--- src/rtl/o16iir_pkg.sv ---
`default_nettype none
// ----------------------------------------------------------------------------
// o16iir_pkg: constants and coefficient ROM of the order-16 IIR low-pass
// Fixed-point formats, accumulator sizes and the Q8.40 coefficient tables.
// Each coefficient is m * 10^-e rounded half away from zero to 40 fraction
// bits and then given the sign of m.
// ----------------------------------------------------------------------------
package o16iir_pkg;

   localparam int COEF_W     = 48;   // Q8.40 coefficients and output history
   localparam int FRAC       = 40;
   localparam int ACC_W      = 64;   // sum of floored products, cannot overflow
   localparam int ROM_TAPS   = 17;
   localparam int COEF_IDX_W = 5;
   localparam int HALF_W     = 24;   // multiplier splits each operand in two
   localparam int MUL_IN_W   = HALF_W + 1;
   localparam int MUL_W      = 2 * MUL_IN_W;
   localparam int PROD_W     = 2 * COEF_W;

   // powers of ten and their doubles for the rounding divide
   localparam logic [127:0] P7  = 128'd10_000_000;
   localparam logic [127:0] P8  = 128'd100_000_000;
   localparam logic [127:0] P9  = 128'd1_000_000_000;
   localparam logic [127:0] P10 = 128'd10_000_000_000;
   localparam logic [127:0] P11 = 128'd100_000_000_000;
   localparam logic [127:0] P12 = 128'd1_000_000_000_000;
   localparam logic [127:0] P14 = 128'd100_000_000_000_000;
   localparam logic [127:0] D7  = P7  * 2;
   localparam logic [127:0] D8  = P8  * 2;
   localparam logic [127:0] D9  = P9  * 2;
   localparam logic [127:0] D10 = P10 * 2;
   localparam logic [127:0] D11 = P11 * 2;
   localparam logic [127:0] D12 = P12 * 2;
   localparam logic [127:0] D14 = P14 * 2;

   // numerator, b[0] to b[16]
   localparam logic signed [COEF_W-1:0] COEF_B [ROM_TAPS] = '{
      48'(((128'd682387827 << 41) + P14) / D14),
      48'(((128'd109182052 << 41) + P12) / D12),
      48'(((128'd818865432 << 41) + P12) / D12),
      48'(((128'd382137182 << 41) + P11) / D11),
      48'(((128'd124194585 << 41) + P10) / D10),
      48'(((128'd298067015 << 41) + P10) / D10),
      48'(((128'd546456166 << 41) + P10) / D10),
      48'(((128'd780651718 << 41) + P10) / D10),
      48'(((128'd878233165 << 41) + P10) / D10),
      48'(((128'd780651718 << 41) + P10) / D10),
      48'(((128'd546456166 << 41) + P10) / D10),
      48'(((128'd298067015 << 41) + P10) / D10),
      48'(((128'd124194585 << 41) + P10) / D10),
      48'(((128'd382137182 << 41) + P11) / D11),
      48'(((128'd818865432 << 41) + P12) / D12),
      48'(((128'd109182052 << 41) + P12) / D12),
      48'(((128'd682387827 << 41) + P14) / D14)
   };

   // denominator, a[0] to a[16]; a[0] is never used by the recursion
   localparam logic signed [COEF_W-1:0] COEF_A [ROM_TAPS] = '{
      48'(((128'd10000000 << 41) + P7) / D7),
      48'(-(((128'd29343348 << 41) + P7) / D7)),
      48'(((128'd60569754 << 41) + P7) / D7),
      48'(-(((128'd84904690 << 41) + P7) / D7)),
      48'(((128'd94275398 << 41) + P7) / D7),
      48'(-(((128'd82493067 << 41) + P7) / D7)),
      48'(((128'd59339728 << 41) + P7) / D7),
      48'(-(((128'd34944806 << 41) + P7) / D7)),
      48'(((128'd17052743 << 41) + P7) / D7),
      48'(-(((128'd68370658 << 41) + P8) / D8)),
      48'(((128'd22441590 << 41) + P8) / D8),
      48'(-(((128'd59260190 << 41) + P9) / D9)),
      48'(((128'd12332326 << 41) + P9) / D9),
      48'(-(((128'd19465445 << 41) + P10) / D10)),
      48'(((128'd21958887 << 41) + P11) / D11),
      48'(-(((128'd15769092 << 41) + P12) / D12)),
      48'(((128'd54263586 << 41) + P14) / D14)
   };

endpackage
`default_nettype wire

--- src/rtl/o16iir_ram.sv ---
`default_nettype none
// ----------------------------------------------------------------------------
// o16iir_ram: generic single-port-write, single-port-read RAM
// One write and one registered read per cycle; read data holds without rd_en.
// ----------------------------------------------------------------------------
module o16iir_ram #(
   parameter int WIDTH = 72,
   parameter int DEPTH = 16,
   localparam int AW   = (DEPTH > 1) ? $clog2(DEPTH) : 1
) (
   input  logic             clock,
   input  logic             wr_en,
   input  logic [AW-1:0]    wr_addr,
   input  logic [WIDTH-1:0] wr_data,
   input  logic             rd_en,
   input  logic [AW-1:0]    rd_addr,
   output logic [WIDTH-1:0] rd_data
);

   logic [WIDTH-1:0] mem_ff [DEPTH];
   logic [WIDTH-1:0] rd_data_ff;

   always_ff @(posedge clock) begin
      if (wr_en) begin
         mem_ff[wr_addr] <= wr_data;
      end
      if (rd_en) begin
         rd_data_ff <= mem_ff[rd_addr];
      end
   end

   assign rd_data = rd_data_ff;

endmodule
`default_nettype wire

--- src/rtl/order16_iir_lowpass.sv ---
`default_nettype none
// ----------------------------------------------------------------------------
// order16_iir_lowpass: fixed-coefficient direct-form-I IIR low-pass filter
// Keeps the last TAPS-1 input and output samples in one history RAM and
// forms y = sum b[i]*x[n-i] - sum a[i]*y[n-i] on one shared multiplier.
//
//   channel | ports      | tdata (low bit up)       | tuser
//   --------+------------+--------------------------+-----------
//   request | req_t*     | sample_in, zero padding  | -
//   result  | rsp_t*     | sample_out, zero padding | clipped
//
// Sequence: each of the 2*TAPS-1 products is built from four partial products
//   on the shared 25x25 multiplier; the multiply pipeline then drains, the
//   new entry is written back and the result loaded. A new word is taken
//   only after the result of the last one has been loaded.
// Reset: clears the history valid bits, so the whole history reads as zero.
// Stalls: a result waiting on rsp_tready does not stop the next request
//   being taken; only the write of the following result waits for it.
// ----------------------------------------------------------------------------
module order16_iir_lowpass #(
   parameter int TAPS         = 17,
   parameter int SAMPLE_WIDTH = 24,
   localparam int TDATA_W     = ((SAMPLE_WIDTH + 7) / 8) * 8
) (
   input  logic               clock,
   input  logic               reset,
   input  logic               req_tvalid,
   output logic               req_tready,
   input  logic [TDATA_W-1:0] req_tdata,   // sample_in, then zero padding
   output logic               rsp_tvalid,
   input  logic               rsp_tready,
   output logic [TDATA_W-1:0] rsp_tdata,   // sample_out, then zero padding
   output logic               rsp_tuser    // clipped
);

   localparam int SW      = SAMPLE_WIDTH;
   localparam int CW      = o16iir_pkg::COEF_W;
   localparam int HW      = o16iir_pkg::HALF_W;
   localparam int MIW     = o16iir_pkg::MUL_IN_W;
   localparam int MW      = o16iir_pkg::MUL_W;
   localparam int PW      = o16iir_pkg::PROD_W;
   localparam int AC      = o16iir_pkg::ACC_W;
   localparam int CIW     = o16iir_pkg::COEF_IDX_W;
   localparam int HIST    = TAPS - 1;
   localparam int ADDR_W  = $clog2(HIST);
   localparam int TAP_W   = $clog2(TAPS);
   localparam int WORD_W  = CW + SW;
   localparam int BSHIFT  = SW - 1;
   localparam int OSHIFT  = o16iir_pkg::FRAC - (SW - 1);

   localparam logic [ADDR_W-1:0] LAST_ADDR = ADDR_W'(HIST - 1);
   localparam logic [TAP_W-1:0]  LAST_TAP  = TAP_W'(HIST);

   typedef enum logic [2:0] {
      ST_IDLE,
      ST_RUN,
      ST_SAT,
      ST_WRITE,
      ST_EMIT
   } state_type;

   typedef enum logic {
      TERM_B,
      TERM_A
   } term_type;

   // sequencer and registered outputs
   state_type         state_ff,    state_in;
   logic [TAP_W-1:0]  tap_ff,      tap_in;
   logic [1:0]        part_ff,     part_in;
   term_type          kind_ff,     kind_in;
   logic [ADDR_W-1:0] rd_ptr_ff,   rd_ptr_in;
   logic [ADDR_W-1:0] head_ff,     head_in;
   logic [HIST-1:0]   valid_ff,    valid_in;
   logic              rd_valid_ff, rd_valid_in;
   logic              mv_ff,       mv_in;
   logic [1:0]        mpart_ff,    mpart_in;
   term_type          mkind_ff,    mkind_in;
   logic              pdone_ff,    pdone_in;
   term_type          pkind_ff,    pkind_in;
   logic              rsp_tvalid_ff, rsp_tvalid_in;
   logic [SW-1:0]     rsp_sample_ff, rsp_sample_in;
   logic              rsp_clip_ff,   rsp_clip_in;

   // datapath
   logic [SW-1:0]            x_ff;
   logic signed [MW-1:0]     mul_ff;
   logic signed [PW-1:0]     prod_ff, prod_in;
   logic signed [AC-1:0]     acc_ff,  acc_in;
   logic [CW-1:0]            y_ff,    y_in;
   logic                     clip_ff, clip_in;

   logic                     accept;
   logic                     load_rsp;
   logic                     ram_we, ram_re;
   logic [ADDR_W-1:0]        ram_rd_addr;
   logic [WORD_W-1:0]        ram_rd_data;
   logic [SW-1:0]            hist_x;
   logic [CW-1:0]            hist_y;
   logic [SW-1:0]            data_x;
   logic [CW-1:0]            op_coef, op_data;
   logic signed [MIW-1:0]    mul_a, mul_b;
   logic signed [PW-1:0]     mul_ext, mul_shifted;
   logic signed [PW-1:0]     term_full;
   logic signed [AC-1:0]     term;
   logic [AC-CW:0]           acc_top;
   logic [CW-1:0]            y_shr;
   logic [CW-SW:0]           y_top;
   logic [SW-1:0]            sample_sat;
   logic                     out_clip;

   assign accept   = req_tvalid && req_tready;
   assign load_rsp = (state_ff == ST_EMIT) && (!rsp_tvalid_ff || rsp_tready);

   // ---------------------------------------------------------------- history
   o16iir_ram #(
      .WIDTH (WORD_W),
      .DEPTH (HIST)
   ) u_hist_ram (
      .clock   (clock),
      .wr_en   (ram_we),
      .wr_addr (rd_ptr_ff),
      .wr_data ({y_ff, x_ff}),
      .rd_en   (ram_re),
      .rd_addr (ram_rd_addr),
      .rd_data (ram_rd_data)
   );

   // an entry never written since reset reads as zero
   assign hist_x = rd_valid_ff ? ram_rd_data[SW-1:0] : '0;
   assign hist_y = rd_valid_ff ? ram_rd_data[WORD_W-1:SW] : '0;

   // ---------------------------------------------------------------- sequencer
   always_comb begin
      state_in    = state_ff;
      tap_in      = tap_ff;
      part_in     = part_ff;
      kind_in     = kind_ff;
      rd_ptr_in   = rd_ptr_ff;
      head_in     = head_ff;
      valid_in    = valid_ff;
      rd_valid_in = rd_valid_ff;
      ram_re      = 1'b0;
      ram_we      = 1'b0;
      ram_rd_addr = rd_ptr_ff;

      unique case (state_ff)
         ST_IDLE: begin
            if (accept) begin
               // fetch the newest history entry while the current sample
               // goes through first
               ram_re      = 1'b1;
               ram_rd_addr = head_ff;
               state_in    = ST_RUN;
               tap_in      = '0;
               part_in     = '0;
               kind_in     = TERM_B;
            end
         end
         ST_RUN: begin
            part_in = part_ff + 2'd1;
            if (part_ff == 2'd3) begin
               if (kind_ff == TERM_B) begin
                  if (tap_ff == '0) begin
                     tap_in = tap_ff + 1'b1;
                  end else begin
                     kind_in = TERM_A;
                  end
               end else if (tap_ff != LAST_TAP) begin
                  // step one sample further back
                  tap_in      = tap_ff + 1'b1;
                  kind_in     = TERM_B;
                  ram_re      = 1'b1;
                  ram_rd_addr = (rd_ptr_ff == '0) ? LAST_ADDR : rd_ptr_ff - 1'b1;
               end else begin
                  state_in = ST_SAT;
               end
            end
         end
         ST_SAT: begin
            // wait for the multiply pipeline to drain
            if (!mv_ff && !pdone_ff) begin
               state_in = ST_WRITE;
            end
         end
         ST_WRITE: begin
            // overwrite the oldest entry, which becomes the newest
            ram_we                = 1'b1;
            head_in               = rd_ptr_ff;
            valid_in[rd_ptr_ff]   = 1'b1;
            state_in              = ST_EMIT;
         end
         ST_EMIT: begin
            if (load_rsp) begin
               state_in = ST_IDLE;
            end
         end
         default: begin
            state_in = ST_IDLE;
         end
      endcase

      if (ram_re) begin
         rd_ptr_in   = ram_rd_addr;
         rd_valid_in = valid_ff[ram_rd_addr];
      end
   end

   assign mv_in    = (state_ff == ST_RUN);
   assign mpart_in = part_ff;
   assign mkind_in = kind_ff;
   assign pdone_in = mv_ff && (mpart_ff == 2'd3);
   assign pkind_in = mkind_ff;

   // ---------------------------------------------------------------- result
   // floor to the sample format, then saturate
   assign y_shr      = $unsigned($signed(y_ff) >>> OSHIFT);
   assign y_top      = y_shr[CW-1:SW-1];
   assign out_clip   = (y_top != '0) && (y_top != '1);
   assign sample_sat = !out_clip ? y_shr[SW-1:0]
                     : (y_shr[CW-1] ? {1'b1, {(SW-1){1'b0}}} : {1'b0, {(SW-1){1'b1}}});

   assign rsp_sample_in = load_rsp ? sample_sat : rsp_sample_ff;
   assign rsp_clip_in   = load_rsp ? (clip_ff || out_clip) : rsp_clip_ff;
   assign rsp_tvalid_in = load_rsp ? 1'b1 : (rsp_tready ? 1'b0 : rsp_tvalid_ff);

   always_ff @(posedge clock) begin
      if (reset) begin
         state_ff      <= ST_IDLE;
         tap_ff        <= '0;
         part_ff       <= '0;
         kind_ff       <= TERM_B;
         rd_ptr_ff     <= '0;
         head_ff       <= '0;
         valid_ff      <= '0;
         rd_valid_ff   <= 1'b0;
         mv_ff         <= 1'b0;
         mpart_ff      <= '0;
         mkind_ff      <= TERM_B;
         pdone_ff      <= 1'b0;
         pkind_ff      <= TERM_B;
         rsp_tvalid_ff <= 1'b0;
      end else begin
         state_ff      <= state_in;
         tap_ff        <= tap_in;
         part_ff       <= part_in;
         kind_ff       <= kind_in;
         rd_ptr_ff     <= rd_ptr_in;
         head_ff       <= head_in;
         valid_ff      <= valid_in;
         rd_valid_ff   <= rd_valid_in;
         mv_ff         <= mv_in;
         mpart_ff      <= mpart_in;
         mkind_ff      <= mkind_in;
         pdone_ff      <= pdone_in;
         pkind_ff      <= pkind_in;
         rsp_tvalid_ff <= rsp_tvalid_in;
         rsp_sample_ff <= rsp_sample_in;
         rsp_clip_ff   <= rsp_clip_in;
      end
   end

   // ---------------------------------------------------------------- multiply
   assign data_x  = (tap_ff == '0) ? x_ff : hist_x;
   assign op_data = (kind_ff == TERM_A) ? hist_y : {{(CW-SW){data_x[SW-1]}}, data_x};
   assign op_coef = (kind_ff == TERM_A) ? o16iir_pkg::COEF_A[CIW'(tap_ff)]
                                        : o16iir_pkg::COEF_B[CIW'(tap_ff)];

   // partial products: low halves unsigned, high halves signed
   assign mul_a = part_ff[1] ? {op_coef[CW-1], op_coef[CW-1:HW]} : {1'b0, op_coef[HW-1:0]};
   assign mul_b = part_ff[0] ? {op_data[CW-1], op_data[CW-1:HW]} : {1'b0, op_data[HW-1:0]};

   assign mul_ext = {{(PW-MW){mul_ff[MW-1]}}, mul_ff};

   always_comb begin
      case (mpart_ff)
         2'd0:    mul_shifted = mul_ext;
         2'd3:    mul_shifted = mul_ext <<< (2 * HW);
         default: mul_shifted = mul_ext <<< HW;
      endcase
   end

   assign prod_in = (mpart_ff == 2'd0) ? mul_shifted : prod_ff + mul_shifted;

   // floor each product to 40 fraction bits before it joins the sum
   assign term_full = (pkind_ff == TERM_B) ? (prod_ff >>> BSHIFT)
                                           : (prod_ff >>> o16iir_pkg::FRAC);
   assign term      = $signed(term_full[AC-1:0]);
   assign acc_in    = (pkind_ff == TERM_B) ? acc_ff + term : acc_ff - term;

   // saturate the sum to the 48-bit history format
   assign acc_top = acc_ff[AC-1:CW-1];
   assign clip_in = (acc_top != '0) && (acc_top != '1);
   assign y_in    = !clip_in ? acc_ff[CW-1:0]
                  : (acc_ff[AC-1] ? {1'b1, {(CW-1){1'b0}}} : {1'b0, {(CW-1){1'b1}}});

   always_ff @(posedge clock) begin
      if (accept) begin
         x_ff <= req_tdata[SW-1:0];
      end
      if (mv_ff) begin
         prod_ff <= prod_in;
      end
      if (accept) begin
         acc_ff <= '0;
      end else if (pdone_ff) begin
         acc_ff <= acc_in;
      end
      if (state_ff == ST_SAT) begin
         y_ff    <= y_in;
         clip_ff <= clip_in;
      end
      mul_ff <= mul_a * mul_b;
   end

   // ---------------------------------------------------------------- ports
   assign req_tready = (state_ff == ST_IDLE);
   assign rsp_tvalid = rsp_tvalid_ff;
   assign rsp_tdata  = TDATA_W'(rsp_sample_ff);
   assign rsp_tuser  = rsp_clip_ff;

`ifndef ASSERT_OFF
   // a new word starts with the current-sample term
   a_start: assert property (@(posedge clock) disable iff (reset)
      accept |=> (state_ff == ST_RUN) && (tap_ff == '0) && (part_ff == 2'd0)
                 && (kind_ff == TERM_B))
      else $error("sequence did not start at the first term");

   // the write-back slot is the oldest entry
   a_wr_slot: assert property (@(posedge clock) disable iff (reset)
      (state_ff == ST_WRITE) |->
         (rd_ptr_ff == ((head_ff == LAST_ADDR) ? '0 : head_ff + 1'b1)))
      else $error("history write does not hit the oldest entry");

   // the result leaves only after the multiply pipeline has emptied
   a_drained: assert property (@(posedge clock) disable iff (reset)
      (state_ff == ST_WRITE || state_ff == ST_EMIT) |-> (!mv_ff && !pdone_ff))
      else $error("result formed with products still in flight");

   // a finished product follows its fourth partial product
   a_prod: assert property (@(posedge clock) disable iff (reset)
      pdone_ff |-> $past(mv_ff && (mpart_ff == 2'd3)))
      else $error("product completed without all partial products");

   // the RAM is never read and written in the same cycle
   a_ram_port: assert property (@(posedge clock) disable iff (reset)
      !(ram_we && ram_re))
      else $error("history read and write collide");
`endif

endmodule
`default_nettype wire
--- config.mk ---
export PLATFORM = sky130hd
export DESIGN_NAME = order16_iir_lowpass
export DESIGN_NICKNAME = d
export VERILOG_FILES = /design/src/rtl/o16iir_pkg.sv /design/src/rtl/o16iir_ram.sv /design/src/rtl/order16_iir_lowpass.sv
export SDC_FILE = /design/constraint.sdc
export NUM_CORES = 2
export LEC_CHECK = 0
export BUFFER_PORTS_ARGS = -buffer_cell sky130_fd_sc_hd__buf_2
export CORE_ASPECT_RATIO = 0.9
export CORE_MARGIN = 1.5
export CORE_UTILIZATION = 31
export CTS_CLUSTER_SIZE = 14
export DETAILED_ROUTE_END_ITERATION = 7
export PLACE_DENSITY = 0.48
export SLEW_MARGIN = 10
export SYNTH_ARGS = -nofsm -noshare
export SYNTH_HDL_FRONTEND = slang
export SYNTH_SLANG_ARGS = --single-unit
--- constraint.sdc ---
create_clock -name clock -period 8.8 [get_ports clock]
set_clock_uncertainty 0.15 [all_clocks]
set_input_delay 1.32 -clock clock [delete_from_list [all_inputs] [get_ports clock]]
set_output_delay 1.32 -clock clock [all_outputs]
set_load 0.02 [all_outputs]
==> run metrics <==
status=completed; vias in the first global route=71512; crit end category=flop; r2r worst-path depth=43; DIE WIDTH=595 um; Initial Util=31.2%; overall routing resource usage=20.2%; DRC Markers=0; nets=10476; H-tree levels=4; number of synthesized flops with an enable pin=1418; measured slew at the worst slew-check pin=1350 ps; die area=319000 sq um; Rows=195; Port Buffers=54; routability-driven placement congestion ratio=0.910; Cell Area, Placed=107000 sq um; CP Class=flop to flop; Slowest Stage Delay on Critical Path=560 ps; total CTS buffers=175; largest net degree at the start of global routing=157; Final Cell Area=114000 sq um; most common cell after layout, fill and taps aside=edfxtp_1; first-pass GRT wire length=484000 um; CP Max Fanout=7; final setup fails=0; CTS tree=built; total vias in the final route=71862; die height=536 um; CP required=9390 ps; Hold Crit Depth=2; CP Launch Type=flop; Synthesis Warnings=0; CTS Root Cell=clkbuf_16; Max Fclk=114 MHz; syn nets=10123; Clock Path Buffers=4; max cap viols=0; total routed wirelength=325000 um; Initial DRC Count=6814; Top FF cell, synth=edfxtp_1; Final Hold Fails=0; Hold Crit Class=flop to flop; HPWL Detailed=225000 um; Ports=55; layout cells sized above 1=13.8%; Crit Reg-Reg Startpoint=tap_ff[1]; post-synthesis cell count=9109; DR WL/cell=23.7 um; Clock transition at path regs=60 ps; DR vias/cell=5.23; mapped cell area=97800 sq um; arrival time of the worst setup path=9330 ps; Crit-path slowest cell=fa_1; mean area per synthesized cell=10.7 sq um; unrepaired setup endpoints after global routing=yes; ys async rst share=0%; CP startpoint=tap_ff[1]; Period minus WS final=8750 ps; Unique masters post-synth=92; most used cell, CP=fa_1; Clk Latency, worst-skew pair=870 ps; Yosys reg bits=1575; initial antenna violation count=14; synthesis-to-finish area growth=17.0%; max-slew headroom at the worst pin=9.71%; GRT overflow=0; CTS hold repair buffers=0; clock sinks=1575; Final Cycle Share=99.4%; ANT nets after route=0; max-slew violations=0; Worst Hold Launch=valid_ff[11]; drt first pass iters=8; commonest cells after routing, fill and taps aside=1418 x edfxtp_1, 1300 x nand2_1, 760 x inv_1; sequential area share after synthesis=46.8%; core area=314000 sq um
-- cell families (layout without fill, tap and decap cells) --
group / count (synthesis) / in the layout / share of synthesized area (%)
AOI/OAI and AO/OA: 2148 / 2148 / 14.6
adders and majority gates: 986 / 986 / 17.7
other: 0 / 3 / 0
DFF: 1575 / 1575 / 46.8
buffers and inverters: 1367 / 1853 / 5.28
muxes: 97 / 97 / 1.01
xor gates and xnor gates: 270 / 270 / 2.42
and+or+nand+nor: 2666 / 2666 / 12.3
-- synth_stat cells, types with 9 or more instances --
| cell | instances | area share [%] |
|---|---|---|
| inv_1 | 781 | 3.0 |
| nand3_1 | 63 | 0.32 |
| fa_1 | 660 | 14 |
| o21bai_1 | 60 | 0.46 |
| o21a_1 | 35 | 0.27 |
| and3_1 | 21 | 0.13 |
| nor2_1 | 531 | 2.0 |
| o21ai_0 | 275 | 1.4 |
| a21o_1 | 221 | 1.7 |
| a221o_1 | 9 | 0.092 |
| o32ai_1 | 14 | 0.13 |
| o31ai_1 | 19 | 0.15 |
| ha_1 | 326 | 4.2 |
| o211ai_1 | 19 | 0.15 |
| mux2_2 | 16 | 0.18 |
| a211oi_1 | 400 | 3.1 |
| edfxtp_1 | 1418 | 44 |
| a31oi_1 | 187 | 1.2 |
| nor2b_1 | 52 | 0.33 |
| a221oi_1 | 21 | 0.19 |
| nor3b_1 | 9 | 0.069 |
| and2_1 | 391 | 2.5 |
| xnor2_1 | 165 | 1.5 |
| a21boi_0 | 9 | 0.069 |
| nor4_1 | 33 | 0.21 |
| nand2_1 | 1319 | 5.1 |
| mux2i_1 | 81 | 0.83 |
| xor2_1 | 105 | 0.94 |
| a311oi_1 | 150 | 1.3 |
| buf_1 | 33 | 0.13 |
| nand4_1 | 66 | 0.42 |
| o31a_1 | 12 | 0.11 |
| a21oi_1 | 574 | 2.9 |
| nand2b_1 | 46 | 0.29 |
| clkbuf_1 | 534 | 2.0 |
| buf_2 | 14 | 0.072 |
| nor3_1 | 80 | 0.41 |
| a22o_1 | 28 | 0.25 |
| dfxtp_1 | 157 | 3.2 |
| or2_2 | 10 | 0.064 |
| a22oi_1 | 22 | 0.17 |
-- area by class of cell --
type / count / area [sq um]
sequential: 1575 / 45800
clock inverter: 92 / 872
fill: 30955 / 199000
antenna: 3 / 7.51
timing repair buffer: 759 / 6620
clock buffer: 218 / 4700
tap: 4137 / 5180
inverter: 784 / 2960
multi-input combinational: 6167 / 48300
-- worst max-delay path: cells and delay by family, from the launching register on --
kind            cells  cell delay, ps
fa+ha+maj           9            4020
xor+xnor            1             140
simple gates        4             280
flops               1             370
buf+inv            15            1360
compound gates     14            2350
-- state kept, by name (all words and copies together) (netlist names), 2 cells and up, named ones only --
name	count
tap_ff	5
head_ff	4
valid_ff	16
mul_ff	50
u_hist_ram.rd_data	72
x_ff	24
prod_ff	95
y_ff	48
rd_ptr_ff	4
acc_ff	64
state_ff	3
u_hist_ram.mem_ff	1152
mpart_in	2
rsp_tdata	24
mpart_ff	2
-- path summary, 6_finish.rpt --
path         slack (ps)      endpoint
min                 310  valid_ff[11]
min reg2reg         310  valid_ff[11]
max reg2reg          50    mul_ff[49]
max                  50    mul_ff[49]
-- repair_timing --
action                                  in CTS  in global routing
endpoints found under the hold margin        0                  0
gates resized for setup                    186                155
buffers inserted                            53                 22
endpoints found under the setup margin      17                 15
pin swaps                                   87                 86
gates cloned                                 2                  0
-- stage by stage --
step           setup TNS, ps  cells  setup WS [ps]  hold WS (ps)  utilization, %
2_1_floorplan              0   9109           1.65           264               -
3_3_place_gp           -5280  13348           -558           294            34.0
3_5_place_dp           -4700  13349           -551           299            34.0
4_1_cts                -74.9  13712          -48.3           313            36.2
5_1_grt                -1150  13733           -260           333            36.4
6_report                   0  13735           54.1           315            36.4
-- layer usage --
| layer | vias up | GRT usage, % | part of all wire (%) |
|---|---|---|---|
| li1 | 32693 | - | - |
| met1 | 36602 | 30.3 | 48 |
| met2 | 2207 | 30.9 | 44 |
| met3 | 358 | 2.52 | 6.1 |
| met4 | 2 | 4.43 | 2.3 |
| met5 | - | 0 | 0.0040 |
Power is not shown: default switching activity piles up to over one toggle a cycle in this logic, so the estimate is an artifact.
